<file path="config.mk">
export PLATFORM = sky130hd
export DESIGN_NAME = sprite_line_evaluation_unit_flat
export DESIGN_NICKNAME = d
export VERILOG_FILES = /design/src/design/sle_pkg.sv /design/src/design/sle_cmd_if.sv /design/src/design/sle_res_if.sv /design/src/design/sle_cell.sv /design/src/design/sle_ring.sv /design/src/design/sprite_line_evaluation_unit.sv /design/src/flat_wrapper.sv
export VERILOG_INCLUDE_DIRS = /design/src /design/src/design
export SDC_FILE = /design/constraint.sdc
export NUM_CORES = 1
export LEC_CHECK = 0
export ABC_AREA = 1
export BUFFER_PORTS_ARGS = -buffer_cell sky130_fd_sc_hd__buf_2
export CAP_MARGIN = 40
export CORE_MARGIN = 2
export CORE_UTILIZATION = 55
export CTS_BUF_LIST = sky130_fd_sc_hd__clkbuf_2
export DETAILED_ROUTE_END_ITERATION = 8
export PLACE_DENSITY = 0.75
export SLEW_MARGIN = 15
export SYNTH_ARGS = -nofsm -noshare
export SYNTH_HDL_FRONTEND = slang
export SYNTH_SLANG_ARGS = --single-unit
</file>
<file path="constraint.sdc">
create_clock -name clk -period 4.4 [get_ports clk]
set_input_delay 0.66 -clock clk [delete_from_list [all_inputs] [get_ports clk]]
set_output_delay 0.66 -clock clk [all_outputs]
set_load 0.1 [all_outputs]
</file>
<file path="src/design/assert_macros.svh">
`ifndef ASSERT_MACROS_SVH
`define ASSERT_MACROS_SVH

// condition that holds at every clock edge out of reset
`define SLE_ASSERT(lbl, cond, msg) \
  lbl: assert property (@(posedge clk) disable iff (rst) (cond)) else $error(msg);

// antecedent in one cycle implies consequent in the next
`define SLE_ASSERT_NEXT(lbl, ante, cons, msg) \
  lbl: assert property (@(posedge clk) disable iff (rst) (ante) |=> (cons)) else $error(msg);

`endif

</file>
<file path="src/design/sle_pkg.sv">
`timescale 1ns / 1ps
`default_nettype none

package sle_pkg;

  localparam int NUM_SPRITES  = 64;
  localparam int MAX_PER_LINE = 8;

  localparam int IDX_W  = $clog2(NUM_SPRITES);
  localparam int CNT_W  = $clog2(MAX_PER_LINE + 1);
  localparam int QP_W   = (MAX_PER_LINE > 1) ? $clog2(MAX_PER_LINE) : 1;
  localparam int ROW_W  = 6;
  localparam int DIFF_W = 10;

  localparam logic [DIFF_W-1:0] SPR_H_SHORT = DIFF_W'(8);
  localparam logic [DIFF_W-1:0] SPR_H_TALL  = DIFF_W'(16);

  localparam logic OP_WRITE = 1'b0;
  localparam logic OP_EVAL  = 1'b1;

  localparam int PADDR_W = 3;
  localparam logic [PADDR_W-1:0] ADDR_SPRITE_TALL = PADDR_W'(0);

  typedef enum logic [1:0] {
    ST_IDLE,
    ST_SCAN,
    ST_EMIT
  } state_t;

  typedef struct packed {
    logic             wr;
    logic             shift;
    logic [ROW_W-1:0] wr_row;
    logic [7:0]       wr_value;
  } ring_ctl_t;

endpackage

`default_nettype wire

</file>
<file path="src/design/sle_cmd_if.sv">
`timescale 1ns / 1ps
`default_nettype none

interface sle_cmd_if;
  logic       valid;
  logic       ready;
  logic       opcode;
  logic [7:0] oam_address;
  logic [7:0] oam_value;
  logic [7:0] scanline;

  modport source (output valid, opcode, oam_address, oam_value, scanline, input ready);
  modport sink   (input valid, opcode, oam_address, oam_value, scanline, output ready);
endinterface

`default_nettype wire

</file>
<file path="src/design/sle_res_if.sv">
`timescale 1ns / 1ps
`default_nettype none

interface sle_res_if;
  logic       valid;
  logic       ready;
  logic [5:0] sprite_index;
  logic       found;
  logic       overflow;
  logic       last;

  modport source (output valid, sprite_index, found, overflow, last, input ready);
  modport sink   (input valid, sprite_index, found, overflow, last, output ready);
endinterface

`default_nettype wire

</file>
<file path="src/design/sle_cell.sv">
`timescale 1ns / 1ps
`default_nettype none

module sle_cell (
  input  wire logic       clk,
  input  wire logic       load,
  input  wire logic       shift,
  input  wire logic [7:0] wr_value,
  input  wire logic [7:0] from_next,
  output logic      [7:0] y
);

  always_ff @(posedge clk) begin
    if (load) begin
      y <= wr_value;
    end else if (shift) begin
      y <= from_next;
    end
  end

endmodule

`default_nettype wire

</file>
<file path="src/design/sle_ring.sv">
`timescale 1ns / 1ps
`default_nettype none

module sle_ring (
  input  wire logic              clk,
  input  wire sle_pkg::ring_ctl_t ctl,
  output logic            [7:0]  head
);

  logic [7:0] y [sle_pkg::NUM_SPRITES];

  for (genvar i = 0; i < sle_pkg::NUM_SPRITES; i++) begin : g_cell
    logic load;

    // idle ring is aligned: cell i holds sprite i
    assign load = ctl.wr && (9'(ctl.wr_row) == 9'(i));

    sle_cell u_cell (
      .clk       (clk),
      .load      (load),
      .shift     (ctl.shift),
      .wr_value  (ctl.wr_value),
      .from_next (y[(i + 1) % sle_pkg::NUM_SPRITES]),
      .y         (y[i])
    );
  end

  assign head = y[0];

endmodule

`default_nettype wire

</file>
<file path="src/design/sprite_line_evaluation_unit.sv">
// Sprite line evaluation. The Y bytes of the sprites sit in a ring of cells,
// one byte per cell, which rotates by one cell per clock during an evaluation
// so that sprite k reaches the comparator at the head while scan_cnt is k. An
// attribute write is taken while idle. An evaluation makes one full turn of
// the ring (NUM_SPRITES cells, 64), then sends its result beats (1 to 8);
// the next command beat is taken once the last result beat is gone. The ring
// always makes a full turn, so it is back in place for writes afterwards.
// The user must write sprite_tall through the register port only while the
// block is idle; the block itself does not enforce it.
`timescale 1ns / 1ps
`default_nettype none

`include "assert_macros.svh"

module sprite_line_evaluation_unit (
  input  wire logic                        clk,
  input  wire logic                        rst,
  sle_cmd_if.sink                          cmd,
  sle_res_if.source                        res,
  input  wire logic                        psel,
  input  wire logic                        penable,
  input  wire logic                        pwrite,
  input  wire logic [sle_pkg::PADDR_W-1:0] paddr,
  input  wire logic [31:0]                 pwdata,
  output logic      [31:0]                 prdata,
  output logic                             pready
);

  sle_pkg::state_t            state, state_next;
  sle_pkg::ring_ctl_t         ring_ctl;
  logic                       tall;
  logic [7:0]                 line;
  logic [7:0]                 head;
  logic [sle_pkg::IDX_W-1:0]  scan_cnt;
  logic [sle_pkg::CNT_W-1:0]  count;
  logic [sle_pkg::QP_W-1:0]   rd;
  logic                       ovf;
  logic                       stop;
  logic [5:0]                 q [sle_pkg::MAX_PER_LINE];
  logic [sle_pkg::DIFF_W-1:0] diff;
  logic [sle_pkg::DIFF_W-1:0] height;
  logic                       match;
  logic                       take;
  logic                       cmd_beat;
  logic                       res_beat;
  logic                       start;
  logic                       scan_done;
  logic                       last_out;
  logic                       cfg_wr;
  logic                       shift;

  // register port
  assign pready = 1'b1;
  assign cfg_wr = psel && penable && pwrite && pready && (paddr == sle_pkg::ADDR_SPRITE_TALL);
  assign prdata = (paddr == sle_pkg::ADDR_SPRITE_TALL) ? {31'b0, tall} : '0;

  assign cmd_beat  = cmd.valid && cmd.ready;
  assign res_beat  = res.valid && res.ready;
  assign start     = cmd_beat && (cmd.opcode == sle_pkg::OP_EVAL);
  assign scan_done = (scan_cnt == sle_pkg::IDX_W'(sle_pkg::NUM_SPRITES - 1));

  // 0 <= line - y - 1 < height
  assign height = tall ? sle_pkg::SPR_H_TALL : sle_pkg::SPR_H_SHORT;
  assign diff   = sle_pkg::DIFF_W'(line) - sle_pkg::DIFF_W'(head) - sle_pkg::DIFF_W'(1);
  assign match  = !diff[sle_pkg::DIFF_W-1] && (diff < height);
  assign take   = (state == sle_pkg::ST_SCAN) && match && !stop;

  assign ring_ctl.wr       = cmd_beat && (cmd.opcode == sle_pkg::OP_WRITE)
                             && (cmd.oam_address[1:0] == 2'b00);
  assign ring_ctl.wr_row   = cmd.oam_address[7:2];
  assign ring_ctl.wr_value = cmd.oam_value;
  assign ring_ctl.shift    = shift;

  sle_ring u_ring (
    .clk  (clk),
    .ctl  (ring_ctl),
    .head (head)
  );

  always_comb begin
    state_next = state;
    unique case (state)
      sle_pkg::ST_IDLE: begin
        if (start) begin
          state_next = sle_pkg::ST_SCAN;
        end
      end
      sle_pkg::ST_SCAN: begin
        if (scan_done) begin
          state_next = sle_pkg::ST_EMIT;
        end
      end
      sle_pkg::ST_EMIT: begin
        if (res.ready && last_out) begin
          state_next = sle_pkg::ST_IDLE;
        end
      end
      default: state_next = sle_pkg::ST_IDLE;
    endcase
  end

  always_comb begin
    cmd.ready = 1'b0;
    res.valid = 1'b0;
    shift     = 1'b0;
    unique case (state)
      sle_pkg::ST_IDLE: cmd.ready = 1'b1;
      sle_pkg::ST_SCAN: shift     = 1'b1;
      sle_pkg::ST_EMIT: res.valid = 1'b1;
      default: ;
    endcase
  end

  assign last_out         = (count == '0) || (sle_pkg::CNT_W'(rd) == count - 1'b1);
  assign res.found        = (count != '0);
  assign res.sprite_index = (count == '0) ? 6'd0 : q[rd];
  assign res.last         = last_out;
  assign res.overflow     = last_out && ovf;

  always_ff @(posedge clk) begin
    if (rst) begin
      state    <= sle_pkg::ST_IDLE;
      tall     <= 1'b0;
      scan_cnt <= '0;
      count    <= '0;
      rd       <= '0;
      ovf      <= 1'b0;
      stop     <= 1'b0;
    end else begin
      state <= state_next;
      if (cfg_wr) begin
        tall <= pwdata[0];
      end
      if (start) begin
        scan_cnt <= '0;
        count    <= '0;
        rd       <= '0;
        ovf      <= 1'b0;
        stop     <= 1'b0;
      end
      if (state == sle_pkg::ST_SCAN) begin
        scan_cnt <= scan_cnt + 1'b1;
        if (take) begin
          if (count < sle_pkg::CNT_W'(sle_pkg::MAX_PER_LINE)) begin
            count <= count + 1'b1;
          end else begin
            ovf  <= 1'b1;
            stop <= 1'b1;
          end
        end
      end
      if (res_beat) begin
        rd <= rd + 1'b1;
      end
    end
  end

  always_ff @(posedge clk) begin
    if (start) begin
      line <= cmd.scanline;
    end
    if (take && (count < sle_pkg::CNT_W'(sle_pkg::MAX_PER_LINE))) begin
      q[count[sle_pkg::QP_W-1:0]] <= 6'(scan_cnt);
    end
  end

  `SLE_ASSERT(a_count_bound, count <= sle_pkg::CNT_W'(sle_pkg::MAX_PER_LINE), "match count too high")
  `SLE_ASSERT(a_ovf_full, !ovf || (count == sle_pkg::CNT_W'(sle_pkg::MAX_PER_LINE)), "overflow without full list")
  `SLE_ASSERT_NEXT(a_scan_turn, (state == sle_pkg::ST_SCAN) && scan_done, state == sle_pkg::ST_EMIT, "scan did not end after full turn")
  `SLE_ASSERT_NEXT(a_last_idle, res_beat && res.last, state == sle_pkg::ST_IDLE, "no return to idle after last beat")

endmodule

`default_nettype wire

</file>
<file path="src/flat_wrapper.sv">
// flat-port wrapper written by rule: the top's interface ports become plain ports
module sprite_line_evaluation_unit_flat 
  (clk, rst, psel, penable, pwrite, paddr, pwdata, prdata, pready, cmd_valid, cmd_opcode, cmd_oam_address, cmd_oam_value, cmd_scanline, cmd_ready, res_valid, res_sprite_index, res_found, res_overflow, res_last, res_ready);
  sle_cmd_if cmd_i ();
  sle_res_if res_i ();
  input  wire logic clk;
  input  wire logic rst;
  input  wire logic psel;
  input  wire logic penable;
  input  wire logic pwrite;
  input  wire logic [sle_pkg::PADDR_W-1:0] paddr;
  input  wire logic [31:0] pwdata;
  output logic      [31:0] prdata;
  output logic pready;
  input wire logic [$bits(cmd_i.valid)-1:0] cmd_valid;
  input wire logic [$bits(cmd_i.opcode)-1:0] cmd_opcode;
  input wire logic [$bits(cmd_i.oam_address)-1:0] cmd_oam_address;
  input wire logic [$bits(cmd_i.oam_value)-1:0] cmd_oam_value;
  input wire logic [$bits(cmd_i.scanline)-1:0] cmd_scanline;
  output wire logic [$bits(cmd_i.ready)-1:0] cmd_ready;
  output wire logic [$bits(res_i.valid)-1:0] res_valid;
  output wire logic [$bits(res_i.sprite_index)-1:0] res_sprite_index;
  output wire logic [$bits(res_i.found)-1:0] res_found;
  output wire logic [$bits(res_i.overflow)-1:0] res_overflow;
  output wire logic [$bits(res_i.last)-1:0] res_last;
  input wire logic [$bits(res_i.ready)-1:0] res_ready;
  assign cmd_i.valid = cmd_valid;
  assign cmd_i.opcode = cmd_opcode;
  assign cmd_i.oam_address = cmd_oam_address;
  assign cmd_i.oam_value = cmd_oam_value;
  assign cmd_i.scanline = cmd_scanline;
  assign cmd_ready = cmd_i.ready;
  assign res_valid = res_i.valid;
  assign res_sprite_index = res_i.sprite_index;
  assign res_found = res_i.found;
  assign res_overflow = res_i.overflow;
  assign res_last = res_i.last;
  assign res_i.ready = res_ready;
  sprite_line_evaluation_unit u_core (.clk(clk), .rst(rst), .cmd(cmd_i), .res(res_i), .psel(psel), .penable(penable), .pwrite(pwrite), .paddr(paddr), .pwdata(pwdata), .prdata(prdata), .pready(pready));
endmodule
</file>
* Word level (Yosys, flattened, before mapping) *
Memory sizes are Yosys's and may differ from the RTL's. A register that Yosys moved wholly into a read port is not among the register bits.
Cells that the tools add are included.

word-level totals
  flip-flop bits (word level) = 538
  bits in latches = 0
  RAM bits = 48
  bits in read-only memories = 0
  bits of input ports = 67
  output and inout bits = 44
  word-level logic and storage cells = 464
  memories = 1

memories
  name      depth  width  rd ports  clocked after memory_dff  write ports  line                               source
  u_core.q  8      6      1         1                         1            sprite_line_evaluation_unit.sv:39  logic [5:0] q [sle_pkg::MAX_PER_LINE];

cells by class
  $add $sub $neg = 6
  multiply operators = 0
  divide/modulo/power cells = 0
  order comparisons = 2
  equality and inequality tests = 70
  shift-type cells = 0
  multiplexer cells = 158
  bitwise operators = 1
  reductions and logical operators = 154

operators with widths
  cell                                                   count
  2-to-1 mux 8 bit                                       128
  equality test 6 bit, second input constant             33
  nonzero test 2 bit                                     66
  equality test 6 x 5 -> 1 bit, second input constant    16
  logical AND 1 bit                                      78
  equality test 6 x 4 -> 1 bit, second input constant    8
  equality test 6 x 3 -> 1 bit, second input constant    4
  2-to-1 mux 6 bit                                       3
  2-to-1 mux 4 bit                                       4
  2-to-1 mux 1 bit                                       14
  equality test 6 x 2 -> 1 bit, second input constant    2
  2-to-1 mux 3 bit                                       4
  < comparator 10 bit                                    1
  subtractor 10 x 1 -> 10 bit, second input constant     1
  subtractor 8 x 8 -> 9 bit                              1
  adder 6 x 1 -> 6 bit, second input constant            1
  equality test 6 x 1 -> 1 bit, second input constant    1
  logical NOT 6 bit                                      1
  2-to-1 mux 2 bit                                       3
  inequality test 2 x 1 -> 1 bit, second input constant  3
  case mux 2 bit (3 select lines)                        1
  2-to-1 mux 5 bit                                       1
  adder 4 x 1 -> 4 bit, second input constant            1
  equality test 3 x 4 -> 1 bit                           1
  other kinds (13)                                       15

* Longest topological paths before layout *
Gate-level depths: netlist (run 1).

  depth after elaboration = 9
  depth in mapped cells = 18
  depth with buffers taken out = 18

* Cells and area by module *
A second synthesis (run 1) with hierarchy kept.

second synthesis, totals
  cells, all modules = 2777
  area total of the unflattened synthesis = 26963.4 um2

by module, submodules not included
  module                       times used  cells an instance  area an instance (um2)  sequential area each (um2)
  sle_cell                     64          35                 351.6                   240.2
  sprite_line_evaluation_unit  1           433                4016.4                  2102.0
  sle_ring                     1           104                445.4                   0.0

* Least setup slack after synthesis (run 1) *
OpenSTA, ideal clock, no wires.

  path type = register to output
  start = reg u_core.count[0] in the netlist's numbering
  end = out res_overflow
  arrival time = 4040 ps
  data required time = 3740 ps
  slack = -300 ps
  cell stages (with the launch flop) = 5
  buffers on the path = 0
  cells stage by stage = dfxtp_1 inv_1 ha_1 nand3_1 a21boi_0

between the ends
  word-level cells in the longest chain between the ends = 4
  elaborated cells between the ends (all ways) = 5
  classes of those cells = add/sub: 1; eq/ne: 1; reduce/logical: 3

ends and longest elaborated chain
  item                          line                                source
  from (decl)                   sprite_line_evaluation_unit.sv:35   logic [sle_pkg::CNT_W-1:0] count;
  from (signal assigned)        sprite_line_evaluation_unit.sv:145  count <= count + 1'b1;
  subtractor 4 x 1 -> 4 bit     sprite_line_evaluation_unit.sv:114  assign last_out = (count == '0) || (sle_pkg::CNT_W'(rd) == count - 1'b1);
  equality test 3 x 4 -> 1 bit  sprite_line_evaluation_unit.sv:114
  logical OR 1 bit *            sprite_line_evaluation_unit.sv:114
  logical AND 1 bit *           sprite_line_evaluation_unit.sv:118  assign res.overflow = last_out && ovf;
  to (decl)                     flat_wrapper.sv:24                  output wire logic [$bits(res_i.overflow)-1:0] res_overflow;

Mark *: on every way between the ends. The rest lies on a longest branch, timed or not.

==> results of run 1 <==
-- layer usage --
metal / up-vias / track usage, % / share of wire (%)
met4: 0 / 8.68 / 2.1
li1: 8201 / - / -
met1: 8155 / 31.6 / 43
met3: 111 / 6.30 / 9.6
met5: - / 0 / 0
met2: 785 / 35.5 / 46
-- sequential cells by signal, summed over array words and instances, names as in the netlist, named ones only --
| register | count |
|---|---|
| u_core.u_ring.g_cell.u_cell.y | 512 |
| u_core.q | 48 |
| u_core.line | 8 |
| u_core.scan_cnt | 6 |
| u_core.count | 4 |
| u_core.rd | 3 |
| u_core.state | 2 |
| u_core.ovf | 1 |
| u_core.stop | 1 |
| u_core.tall | 1 |
-- cells in the mapped netlist, drive strengths merged --
cell      n
o21a      1
a21boi    1
a211oi    1
nand2   693
conb      2
o22ai     7
xor2      5
nand3b    1
o21ai   552
buf      64
fa        1
nor3      7
a221oi    2
nor4      2
nand4    31
nand3    26
ha       14
a21oi    22
a31oi     6
inv      56
xnor2     2
nor2     74
dfxtp    21
clkinv    9
clkbuf  106
o31ai     1
edfxtp  568
-- report_power, final --
part           total [mW]  internal (mW)  switching [mW]
sequential           6.54           6.46          0.0825
combinational       0.785          0.180           0.605
clock                3.37           1.25            2.11
-- cell type report --
class	count	area, sq um
timing repair buffer	93	703
sequential	589	17500
clock inverter	32	153
fill	3557	18200
multi-input combinational	1481	6780
tap	600	751
inverter	65	244
clock buffer	199	996
antenna	1	2.50
-- per-stage QoR --
step	power, mW	hold slack [ns]	area, sq um	instances	util, %
after CTS	10.7	0.112	27100	3056	59.8
after detailed placement	7.42	0.469	25700	2807	56.8
after global routing	11.1	0.0135	27100	3060	59.9
after floorplan	7.21	0.442	25300	2305	-
after global placement	7.38	0.454	25600	2800	56.6
final	10.7	0.0851	27100	3060	59.9
-- final timing paths --
kind / from / end / slack [ns] / cells past startpoint
setup / recovery: flip-flop / res_sprite_index[1] / 0.45 / 6
hold / removal: cmd_oam_value[7] / u_core.u_ring.g_cell[26].u_cell.y[7]$_DFFE_PP_ / 0.09 / 3
setup reg to reg: u_core.u_ring.g_cell[0].u_cell.y[0]$_DFFE_PP_ / u_core.q[2][3]$_DFFE_PP_ / 0.57 / 15
hold reg to reg: u_core.u_ring.g_cell[21].u_cell.y[4]$_DFFE_PP_ / u_core.u_ring.g_cell[20].u_cell.y[4]$_DFFE_PP_ / 0.46 / 2
-- logic make-up after synthesis --
family	Yosys count	synth area share (%)
and+or+nand+nor	834	13.5
AOI/OAI and AO/OA	593	11.9
DFF	589	69.3
buffers and inverters	235	4.22
adders and majority gates	15	0.774
xor gates and xnor gates	7	0.243
other	2	0.0298
-- timing repair --
item	CTS	global route
hold endpoints to repair	51	0
buffers inserted	0	0
hold buffers	18	0
-- layout by cell type, fill, tap and decap left out, types with 4 or more instances in the layout --
cell type,n
sky130_fd_sc_hd__a21oi_1,22
sky130_fd_sc_hd__a31oi_1,6
sky130_fd_sc_hd__buf_12,4
sky130_fd_sc_hd__buf_2,47
sky130_fd_sc_hd__buf_4,22
sky130_fd_sc_hd__clkbuf_2,199
sky130_fd_sc_hd__clkinv_1,24
sky130_fd_sc_hd__conb_1,32
sky130_fd_sc_hd__dfxtp_1,21
sky130_fd_sc_hd__dlygate4sd3_1,18
sky130_fd_sc_hd__edfxtp_1,568
sky130_fd_sc_hd__ha_1,14
sky130_fd_sc_hd__inv_1,54
sky130_fd_sc_hd__inv_2,15
sky130_fd_sc_hd__nand2_1,673
sky130_fd_sc_hd__nand2_2,10
sky130_fd_sc_hd__nand2_4,10
sky130_fd_sc_hd__nand3_1,26
sky130_fd_sc_hd__nand4_1,31
sky130_fd_sc_hd__nor2_1,73
sky130_fd_sc_hd__nor3_1,4
sky130_fd_sc_hd__o21ai_0,461
sky130_fd_sc_hd__o21ai_1,91
sky130_fd_sc_hd__o22ai_1,7
sky130_fd_sc_hd__xor2_1,5
-- critical path, stage by stage, from the launching register on --
cell,delay (ns)
sky130_fd_sc_hd__dfxtp_1,0.48
sky130_fd_sc_hd__inv_1,0.52
sky130_fd_sc_hd__o21ai_0,0.22
sky130_fd_sc_hd__o22ai_1,0.23
sky130_fd_sc_hd__o21ai_0,0.11
sky130_fd_sc_hd__a31oi_1,0.17
sky130_fd_sc_hd__buf_2,0.45
==> PnR_summary.wiki, run 1 <==
{| class="wikitable"
! Metric !! Value
|-
| Worst clock skew || 0.0967 ns
|-
| Synthesized area per cell || 11.1 sq um
|-
| Crit end category || output pin
|-
| Pin count of the biggest net entering global routing || 53
|-
| Vertical die dimension || 218 um
|-
| Final hold violation count || 0
|-
| DR vias || 17,300
|-
| Type of the tightest min-delay check || in -> reg
|-
| Post-synth design cell area || 25,200 sq um
|-
| I/O pin cnt || 111
|-
| Fin crit share || 89.7%
|-
| Critical-path maximum fanout || 24
|-
| H-tree depth reported by CTS || 4
|-
| Max frequency || 253 MHz
|-
| Row count || 78
|-
| Number of gates resized after cts || 0
|-
| Clock network latency to the later pin of the worst-skew pair || 1.13 ns
|-
| Number of buffers created by CTS || 139
|-
| Power per unit of standard cell area || 394 nW/um^2
|-
| CTS Root Cell || sky130_fd_sc_hd__clkbuf_2
|-
| WL/cell || 17.7 um
|-
| Initial core utilization || 55.7%
|-
| Initial antenna violation count || 1
|-
| Sum of overflow across all layers after global routing || 0
|-
| Endpoints failing setup || 0
|-
| Clock transition at the register clock pins on the worst setup and hold paths after CTS || 0.11 ns
|-
| Number of nets with antenna violations after routing || 0
|-
| Core region area || about 45,000 sq um
|-
| Maximum Capacitance Violations || 0
|-
| Post-Place Setup Slack || 0.651 ns
|-
| Count of distinct cell types in the synthesized netlist || 38
|-
| WS Path Type || reg -> out
|-
| Fraction of layout instances using a drive strength above 1 || about an eighth
|-
| First-pass GRT wire length || 86.0 mm
|-
| TritonCTS sink count || 589
|-
| Setup repair after global routing missed its margin || false
|-
| Final worst slack || 0.451 ns
|-
| Starting DRC count in detailed routing || between 1,500 and 2,000
|-
| Detailed-router iteration count before antenna repair || 8
|-
| Die Footprint || 47,600 sq um
|-
| Vias per std cell || roughly 5.6
|-
| Run status || finished clean
|-
| Total routing resource utilization after global routing || a little under a quarter
|-
| Cell taking the most area after synthesis || sky130_fd_sc_hd__edfxtp_1
|-
| Worst endpoint required time || 3.74 ns
|-
| Final net count || ~2,500
|-
| HPWL reported at the end of detailed placement || roughly 33 mm
|-
| Static power due to leakage || 11.1 nW
|-
| TritonCTS clock tree || yes
|-
| Data arrival time of the critical path || around 3.3 ns
|-
| Maximum buffer depth of the clock tree || 3
|-
| Number of storage elements in the synthesis netlist || 589
|-
| Relative area change from synthesis to final layout || 7.53%
|-
| Residual DRC count || 0
|-
| Max Transition Viols Final || 0
|-
| Transition at the pin with the smallest max-transition slack || 0.981 ns
|-
| Routability-driven placement congestion ratio || 0.870
|-
| Worst-case vdd ir drop || 0.000222 V
|-
| Sum of negative setup slack || 0 ns
|-
| Synth top area share || 67.7%
|-
| Number of global-route vias before repair || 16,700
|-
| Number of I/O port buffers || 47
|-
| Time the worst path needs with I/O delays and setup || 3.95 ns
|-
| Total wirelength of the detailed-routed design || ~54 mm
|-
| Die boundary width || 218 um
|-
| Number of warnings issued by yosys || 0
|-
| Synth Instances || 2,275
|-
| Leading post-synthesis cells by cell area || sky130_fd_sc_hd__edfxtp_1 (68%), sky130_fd_sc_hd__nand2_1 (10%), sky130_fd_sc_hd__o21ai_0 (9.2%), sky130_fd_sc_hd__o21ai_1 (1.8%), sky130_fd_sc_hd__dfxtp_1 (1.7%)
|-
| Register area share after synthesis || ~70%
|-
| Remaining max-slew budget at the tightest pin || 34.4%
|-
| Nature of the critical path startpoint || flip-flop
|}
Power figures use the tool's default switching activity.
==> run 2, diff against run 1 <==
--- a/config.mk
+++ b/config.mk
@@ -9,6 +9,7 @@
 export ABC_AREA = 1
 export BUFFER_PORTS_ARGS = -buffer_cell sky130_fd_sc_hd__buf_2
 export CAP_MARGIN = 40
+export CORE_ASPECT_RATIO = 0.8
 export CORE_MARGIN = 2
 export CORE_UTILIZATION = 55
 export CTS_BUF_LIST = sky130_fd_sc_hd__clkbuf_2
==> PnR_summary.wiki, run 2 (same netlist as run 1, synthesis figures left out) <==
{| class="wikitable"
! Metric !! Value
|-
| Reported net switching power || 2.86 mW (+2.0%)
|-
| Core region area || 45,500 sq um (+0.38%)
|-
| WS Path Type || reg -> out
|-
| Worst clock skew || 0.0832 ns (-0.0135 ns)
|-
| End of the worst register-to-register path || u_core.q[3][5]$_DFFE_PP_
|-
| Number of global-route vias before repair || 16,700 (+0.096%)
|-
| Initial antenna violation count || 2 (+1)
|-
| Number of I/O port buffers || 47 (unchanged)
|-
| Number of nets with antenna violations after routing || 0 (unchanged)
|-
| Nature of the critical path startpoint || flip-flop
|-
| CP cell instances || buf_4 > inv_1 > o21ai_0 > o22ai_1 > o21ai_0 > a31oi_1 > buf_2
|-
| Routability-driven placement congestion ratio || 0.889 (+2.3%)
|-
| Placed instance count || 2,817 (+0.36%)
|-
| Endpoints failing setup || 0 (unchanged)
|-
| Run status || finished clean
|-
| Starting DRC count in detailed routing || 1,864 (+7.7%)
|-
| Worst R2R Setup Slack || 0.61 ns (+0.04 ns)
|-
| Crit path buf inv count || 3 (+1)
|-
| Met1 routed wirelength after detailed routing || 24.4 mm (+5.3%)
|-
| Static power due to leakage || 11.1 nW (+0.43%)
|-
| Type of the tightest min-delay check || in -> reg
|-
| Post-Place Setup Slack || 0.664 ns (+0.0130 ns)
|-
| Setup repair after global routing missed its margin || false
|-
| Clock network fraction of design power || 33.4% (+1.9 points)
|-
| Critical-path maximum fanout || 25 (+4.2%)
|-
| Max Transition Viols Final || 0 (unchanged)
|-
| Number of gates resized after cts || 0 (unchanged)
|-
| Fin cells || 3,082 (+0.72%)
|-
| Highest routed layer || met4
|-
| Number of flip-flops in the largest register || 512 (unchanged)
|-
| HPWL reported at the end of detailed placement || 33.7 mm (+1.3%)
|-
| Die Footprint || 47,600 sq um (about the same)
|-
| Residual DRC count || 0 (unchanged)
|-
| Fraction of layout instances using a drive strength above 1 || 13.0% (+0.074 points)
|-
| Cell type with the highest occurrence count on the critical path || sky130_fd_sc_hd__o21ai_0
|-
| CTS Root Cell || sky130_fd_sc_hd__clkbuf_2
|-
| Die boundary width || 243 um (+12%)
|-
| Sum of overflow across all layers after global routing || 0 (unchanged)
|-
| Post-CTS setup buffer count || 0 (unchanged)
|-
| Length of routed met2 wiring || 24.8 mm (+0.32%)
|-
| Worst endpoint required time || 3.74 ns (about the same)
|-
| First-pass GRT wire length || 88.3 mm (+2.7%)
|-
| Number of buffers created by CTS || 139 (unchanged)
|-
| Maximum buffer depth of the clock tree || 3 (unchanged)
|-
| Max frequency || 252 MHz (-0.55%)
|-
| R2r startpoint || u_core.line[0]$_DFFE_PP_
|-
| TritonCTS clock tree || yes
|-
| Sum of negative setup slack || 0 ns (unchanged)
|-
| WL/cell || 18.1 um (+2.3%)
|-
| Commonest non-fill, non-tap cell in the layout || sky130_fd_sc_hd__nand2_1
|-
| Worst-case vdd ir drop || 0.000233 V (+5.2%)
|-
| Internal Power || 8.15 mW (+3.3%)
|-
| Maximum Capacitance Violations || 0 (unchanged)
|-
| Final net count || 2,448 (-0.12%)
|-
| Power per unit of standard cell area || 404 nW/um^2 (+2.4%)
|-
| Switching part of the total || 26.0% (-0.24 points)
|-
| TritonCTS sink count || 589 (unchanged)
|-
| Total routing resource utilization after global routing || 23.7% (+0.62 points)
|-
| Final hold violation count || 0 (unchanged)
|-
| Row count || 70 (-10%)
|-
| Share of power burned in registers || 59.4% (-1.7 points)
|-
| WHS Endpoint || u_core.u_ring.g_cell[62].u_cell.y[6]$_DFFE_PP_
|-
| Data arrival time of the critical path || 3.31 ns (+0.02 ns)
|-
| Pin count of the biggest net entering global routing || 49 (-7.5%)
|-
| Utilization of the core after routing || 60.0% (+0.095 points)
|-
| Vertical die dimension || 195 um (-10%)
|-
| Largest Register || u_core.u_ring.g_cell.u_cell.y
|-
| Commonest cells after routing, fill and taps aside || sky130_fd_sc_hd__nand2_1 (673), sky130_fd_sc_hd__edfxtp_1 (568), sky130_fd_sc_hd__o21ai_0 (461)
|-
| Worst hold path startpoint || cmd_oam_value[6]
|-
| Relative area change from synthesis to final layout || 8.11%
|-
| Crit end category || output pin
|-
| Detailed-router iteration count before antenna repair || 6 (-2)
|-
| Initial core utilization || 55.5% (-0.21 points)
|-
| Post-cts hold buffer count || 17 (-1)
|-
| Fin crit share || 90.2% (+0.49 points)
|-
| Total wirelength of the detailed-routed design || 55.8 mm (+3.1%)
|-
| Part of the power in combinational logic || 7.2% (about the same)
|-
| I/O pin cnt || 111 (unchanged)
|-
| Clock transition at the register clock pins on the worst setup and hold paths after CTS || 0.10 ns (about the same)
|-
| Transition at the pin with the smallest max-transition slack || 0.907 ns (-0.0742 ns)
|-
| Time the worst path needs with I/O delays and setup || 3.97 ns (+0.0218 ns)
|-
| Critical-path cell with the highest stage delay || sky130_fd_sc_hd__inv_1
|-
| Clock network latency to the later pin of the worst-skew pair || 1.11 ns (-0.02 ns)
|-
| Number of cells on the worst hold path || 3 (unchanged)
|-
| Register-to-Register Path Depth || 16 (+1)
|-
| Remaining max-slew budget at the tightest pin || 39.5% (+5.1 points)
|-
| Max incr delay on CP || 0.50 ns (-0.02 ns)
|-
| Worst path top cell family by delay || buffers and inverters
|-
| Vias per std cell || 5.63 (-0.18%)
|-
| Tot Pwr || 11.0 mW (+3.0%)
|-
| DR vias || 17,300 (+0.54%)
|-
| H-tree depth reported by CTS || 4 (unchanged)
|-
| Met3 wire length || 5.64 mm (+9.0%)
|-
| Final worst slack || 0.429 ns (-0.0218 ns)
|}
## run 2: cell count changes in the layout (fill, tap and decap cells not counted)
cell                         change
sky130_fd_sc_hd__buf_4           -2
sky130_fd_sc_hd__buf_8           -1
sky130_fd_sc_hd__bufinv_16       +4
sky130_fd_sc_hd__clkbuf_2        +3
sky130_fd_sc_hd__clkinv_1        +6
sky130_fd_sc_hd__clkinv_2        -2
sky130_fd_sc_hd__clkinvlp_4      +2
sky130_fd_sc_hd__diode_2         +1
sky130_fd_sc_hd__inv_2           -1
## run 2: area by class of cell
cell class                 count  area [sq um]
clock inverter                41           297
tap                          612           766
antenna                        2          5.00
clock buffer                 202          1010
fill                        3573         18200
multi-input combinational   1481          6780
inverter                      65           244
timing repair buffer          90           673
sequential                   589         17500
## run 2: worst max-delay path by stage
| stage | startpoint | to | slack [ns] | depth (start not counted) |
|---|---|---|---|---|
| finish | flip-flop | res_sprite_index[2] | 0.43 | 7 |
| global route | flip-flop | res_sprite_index[4] | 0.13 | 7 |
| CTS | flip-flop | res_sprite_index[2] | 0.35 | 7 |
| detailed placement | u_core.line[0]$_DFFE_PP_ | u_core.q[7][3]$_DFFE_PP_ | 0.66 | 16 |
| global placement | u_core.line[0]$_DFFE_PP_ | u_core.q[5][3]$_DFFE_PP_ | 0.70 | 16 |
| floorplan | paddr[0] | prdata[0] | 0.12 | 1 |
## run 2: tightest hold or removal path: cells and delay by family
kind	cells	cell delay (ns)
buf+inv	2	0.29
compound gates	1	0.21
## run 2: power by group through the flow
stage | clock [mW] | sequential, mW | combinational, mW
floorplan | 0 | 6.63 | 0.580
global placement | 0 | 6.66 | 0.724
detailed placement | 0 | 6.66 | 0.767
CTS | 3.74 | 6.54 | 0.785
global route | 4.02 | 6.56 | 0.874
finish | 3.68 | 6.54 | 0.789
## run 2: routing by layer
metal,GRT usage (%),vias to the layer above
li1,-,8228
met1,33.7,8193
met2,35.5,826
met3,6.67,98
met4,7.59,0
met5,0,-
## run 2: per-stage QoR
stage               instance area [sq um]  hold slack [ns]
finish                              27300            0.185
global route                        27200            0.105
CTS                                 27200           0.0663
detailed placement                  25700            0.464
global placement                    25600            0.463
floorplan                           25300            0.442
==> run 3, diff against run 2 <==
--- a/config.mk
+++ b/config.mk
@@ -14,7 +14,7 @@
 export CORE_UTILIZATION = 55
 export CTS_BUF_LIST = sky130_fd_sc_hd__clkbuf_2
 export DETAILED_ROUTE_END_ITERATION = 8
-export PLACE_DENSITY = 0.75
+export PLACE_DENSITY = 0.76
 export SLEW_MARGIN = 15
 export SYNTH_ARGS = -nofsm -noshare
 export SYNTH_HDL_FRONTEND = slang
==> PnR_summary.wiki, run 3 (same netlist as run 1, synthesis figures left out) <==
{| class="wikitable"
! Metric !! Value
|-
| Run status || finished clean
|-
| Reported net switching power || 2.81 mW (-1.7%)
|-
| Largest Register || u_core.u_ring.g_cell.u_cell.y
|-
| Vias per std cell || 5.60 (-0.45%)
|-
| Critical-path maximum fanout || 24 (-4.0%)
|-
| Total wirelength of the detailed-routed design || 54.4 mm (-2.7%)
|-
| Sum of overflow across all layers after global routing || 0 (unchanged)
|-
| Worst clock skew || 0.0430 ns (-0.0401 ns)
|-
| Sum of negative setup slack || 0 ns (unchanged)
|-
| CTS Root Cell || sky130_fd_sc_hd__clkbuf_2
|-
| Remaining max-slew budget at the tightest pin || 40.5% (+1.0 points)
|-
| Crit path buf inv count || 3 (unchanged)
|-
| H-tree depth reported by CTS || 4 (unchanged)
|-
| WS Path Type || reg -> out
|-
| Share of power burned in registers || 60.6% (+1.2 points)
|-
| Data arrival time of the critical path || 3.36 ns (+0.05 ns)
|-
| Number of flip-flops in the largest register || 512 (unchanged)
|-
| Worst path top cell family by delay || buffers and inverters
|-
| Time the worst path needs with I/O delays and setup || 4.02 ns (+0.0451 ns)
|-
| Pin count of the biggest net entering global routing || 47 (-4.1%)
|-
| Total routing resource utilization after global routing || 23.1% (-0.62 points)
|-
| WL/cell || 17.6 um (-2.8%)
|-
| Routability-driven placement congestion ratio || 0.893 (+0.42%)
|-
| Power per unit of standard cell area || 397 nW/um^2 (-1.6%)
|-
| Worst endpoint required time || 3.74 ns (about the same)
|-
| Detailed-router iteration count before antenna repair || 6 (unchanged)
|-
| Internal Power || 7.97 mW (-2.2%)
|-
| Length of routed met2 wiring || 24.2 mm (-2.6%)
|-
| Max frequency || 249 MHz (-1.1%)
|-
| Met1 routed wirelength after detailed routing || 24.7 mm (+1.3%)
|-
| Tot Pwr || 10.8 mW (-2.0%)
|-
| Clock network latency to the later pin of the worst-skew pair || 1.08 ns (-0.03 ns)
|-
| Number of global-route vias before repair || 16,700 (-0.19%)
|-
| Part of the power in combinational logic || 7.1% (about the same)
|-
| Type of the tightest min-delay check || in -> reg
|-
| Nature of the critical path startpoint || flip-flop
|-
| Static power due to leakage || 11.1 nW (-0.12%)
|-
| Relative area change from synthesis to final layout || 7.64%
|-
| Number of I/O port buffers || 47 (unchanged)
|-
| Final hold violation count || 0 (unchanged)
|-
| Core region area || 45,500 sq um (unchanged)
|-
| Worst hold path startpoint || cmd_oam_value[5]
|-
| Commonest cells after routing, fill and taps aside || sky130_fd_sc_hd__nand2_1 (673), sky130_fd_sc_hd__edfxtp_1 (568), sky130_fd_sc_hd__o21ai_0 (461)
|-
| Post-CTS setup buffer count || 0 (unchanged)
|-
| Die boundary width || 243 um (unchanged)
|-
| Max Transition Viols Final || 0 (unchanged)
|-
| Maximum Capacitance Violations || 0 (unchanged)
|-
| Max incr delay on CP || 0.59 ns (+0.09 ns)
|-
| First-pass GRT wire length || 86.9 mm (-1.6%)
|-
| Transition at the pin with the smallest max-transition slack || 0.890 ns (-0.0168 ns)
|-
| Commonest non-fill, non-tap cell in the layout || sky130_fd_sc_hd__nand2_1
|-
| DR vias || 17,300 (-0.36%)
|-
| Cell type with the highest occurrence count on the critical path || sky130_fd_sc_hd__o21ai_0
|-
| Clock network fraction of design power || 32.2% (-1.2 points)
|-
| Highest routed layer || met4
|-
| Worst R2R Setup Slack || 0.58 ns (-0.03 ns)
|-
| Vertical die dimension || 195 um (unchanged)
|-
| R2r startpoint || u_core.u_ring.g_cell[0].u_cell.y[0]$_DFFE_PP_
|-
| Fin crit share || 91.3% (+1.0 points)
|-
| Initial antenna violation count || 4 (+2)
|-
| Starting DRC count in detailed routing || 1,654 (-11%)
|-
| TritonCTS sink count || 589 (unchanged)
|-
| Number of buffers created by CTS || 139 (unchanged)
|-
| Initial core utilization || 55.5% (unchanged)
|-
| TritonCTS clock tree || yes
|-
| I/O pin cnt || 111 (unchanged)
|-
| Maximum buffer depth of the clock tree || 3 (unchanged)
|-
| Critical-path cell with the highest stage delay || sky130_fd_sc_hd__dfxtp_1
|-
| Switching part of the total || 26.1% (+0.098 points)
|-
| Row count || 70 (unchanged)
|-
| Die Footprint || 47,600 sq um (unchanged)
|-
| Setup repair after global routing missed its margin || false
|-
| CP cell instances || buf_4 > clkinvlp_4 > o21ai_0 > o22ai_1 > o21ai_0 > a31oi_1 > buf_2
|-
| HPWL reported at the end of detailed placement || 33.8 mm (+0.20%)
|-
| Met3 wire length || 4.62 mm (-18%)
|-
| Crit end category || output pin
|-
| Worst-case vdd ir drop || 0.000265 V (+13%)
|-
| Number of nets with antenna violations after routing || 0 (unchanged)
|-
| Endpoints failing setup || 0 (unchanged)
|-
| Fraction of layout instances using a drive strength above 1 || 13.7% (+0.68 points)
|-
| Final net count || 2,448 (unchanged)
|-
| Clock transition at the register clock pins on the worst setup and hold paths after CTS || 0.12 ns (+0.02 ns)
|-
| Residual DRC count || 0 (unchanged)
|}
## run 3: cell count changes in the layout (fill, tap and decap cells not counted), sizes merged, moves of 4 or more
cell         delta
clkinv         -10
buf             +4
clkbuf         +15
dlygate4sd3     -4
bufinv          -4
## run 3: final timing paths
| check | to | cells after the start |
|---|---|---|
| hold / removal | u_core.u_ring.g_cell[33].u_cell.y[5]$_DFFE_PP_ | 3 |
| setup / recovery | res_sprite_index[3] | 7 |
| setup reg to reg | u_core.q[6][4]$_DFFE_PP_ | 15 |
| hold reg to reg | u_core.stop$_SDFF_PP0_ | 2 |
## run 3: worst min-delay path, cell delays in order
cell	delay [ns]
sky130_fd_sc_hd__buf_2	0.09
sky130_fd_sc_hd__inv_2	0.14
sky130_fd_sc_hd__o21ai_0	0.19
## run 3: final cells by class
type | count | area [sq um]
well taps | 612 | 766
flip-flops and latches | 589 | 17500
diodes | 4 | 10.0
clock buffers | 217 | 1090
inverters | 65 | 248
multi-input cells | 1481 | 6780
clock inverters | 27 | 129
fillers | 3591 | 18300
repair buffers | 90 | 638
## run 3: per-stage QoR
| stage | util, % | area [sq um] | hold WS [ns] | cells | setup slack (ns) |
|---|---|---|---|---|---|
| floorplan | - | 25300 | 0.442 | 2305 | 0.121 |
| global placement | 56.5 | 25700 | 0.467 | 2820 | 0.677 |
| detailed placement | 56.6 | 25700 | 0.463 | 2822 | 0.666 |
| CTS | 59.6 | 27100 | 0.0815 | 3080 | 0.232 |
| global route | 59.7 | 27100 | 0.0231 | 3084 | 0.0406 |
| finish | 59.7 | 27100 | 0.109 | 3085 | 0.384 |
## run 3: power by group through the flow
stage / combinational [mW] / sequential [mW] / clock, mW
2_1_floorplan: 0.580 / 6.63 / 0
3_3_place_gp: 0.716 / 6.66 / 0
3_5_place_dp: 0.753 / 6.66 / 0
4_1_cts: 0.767 / 6.54 / 3.53
5_1_grt: 0.856 / 6.56 / 3.82
6_report: 0.769 / 6.54 / 3.48
## run 3: layer usage
layer | global-route usage, % | vias to the layer above
met5 | 0 | -
met4 | 7.45 | 0
met3 | 5.43 | 85
met2 | 34.2 | 742
met1 | 33.8 | 8246
li1 | - | 8210
## run 3: what timing repair did
item                                    4_1_cts  5_1_grt
endpoints found under the setup margin        0        3
resized for setup                             0        1
hold buffers                                 14        0
endpoints found under the hold margin        32        0
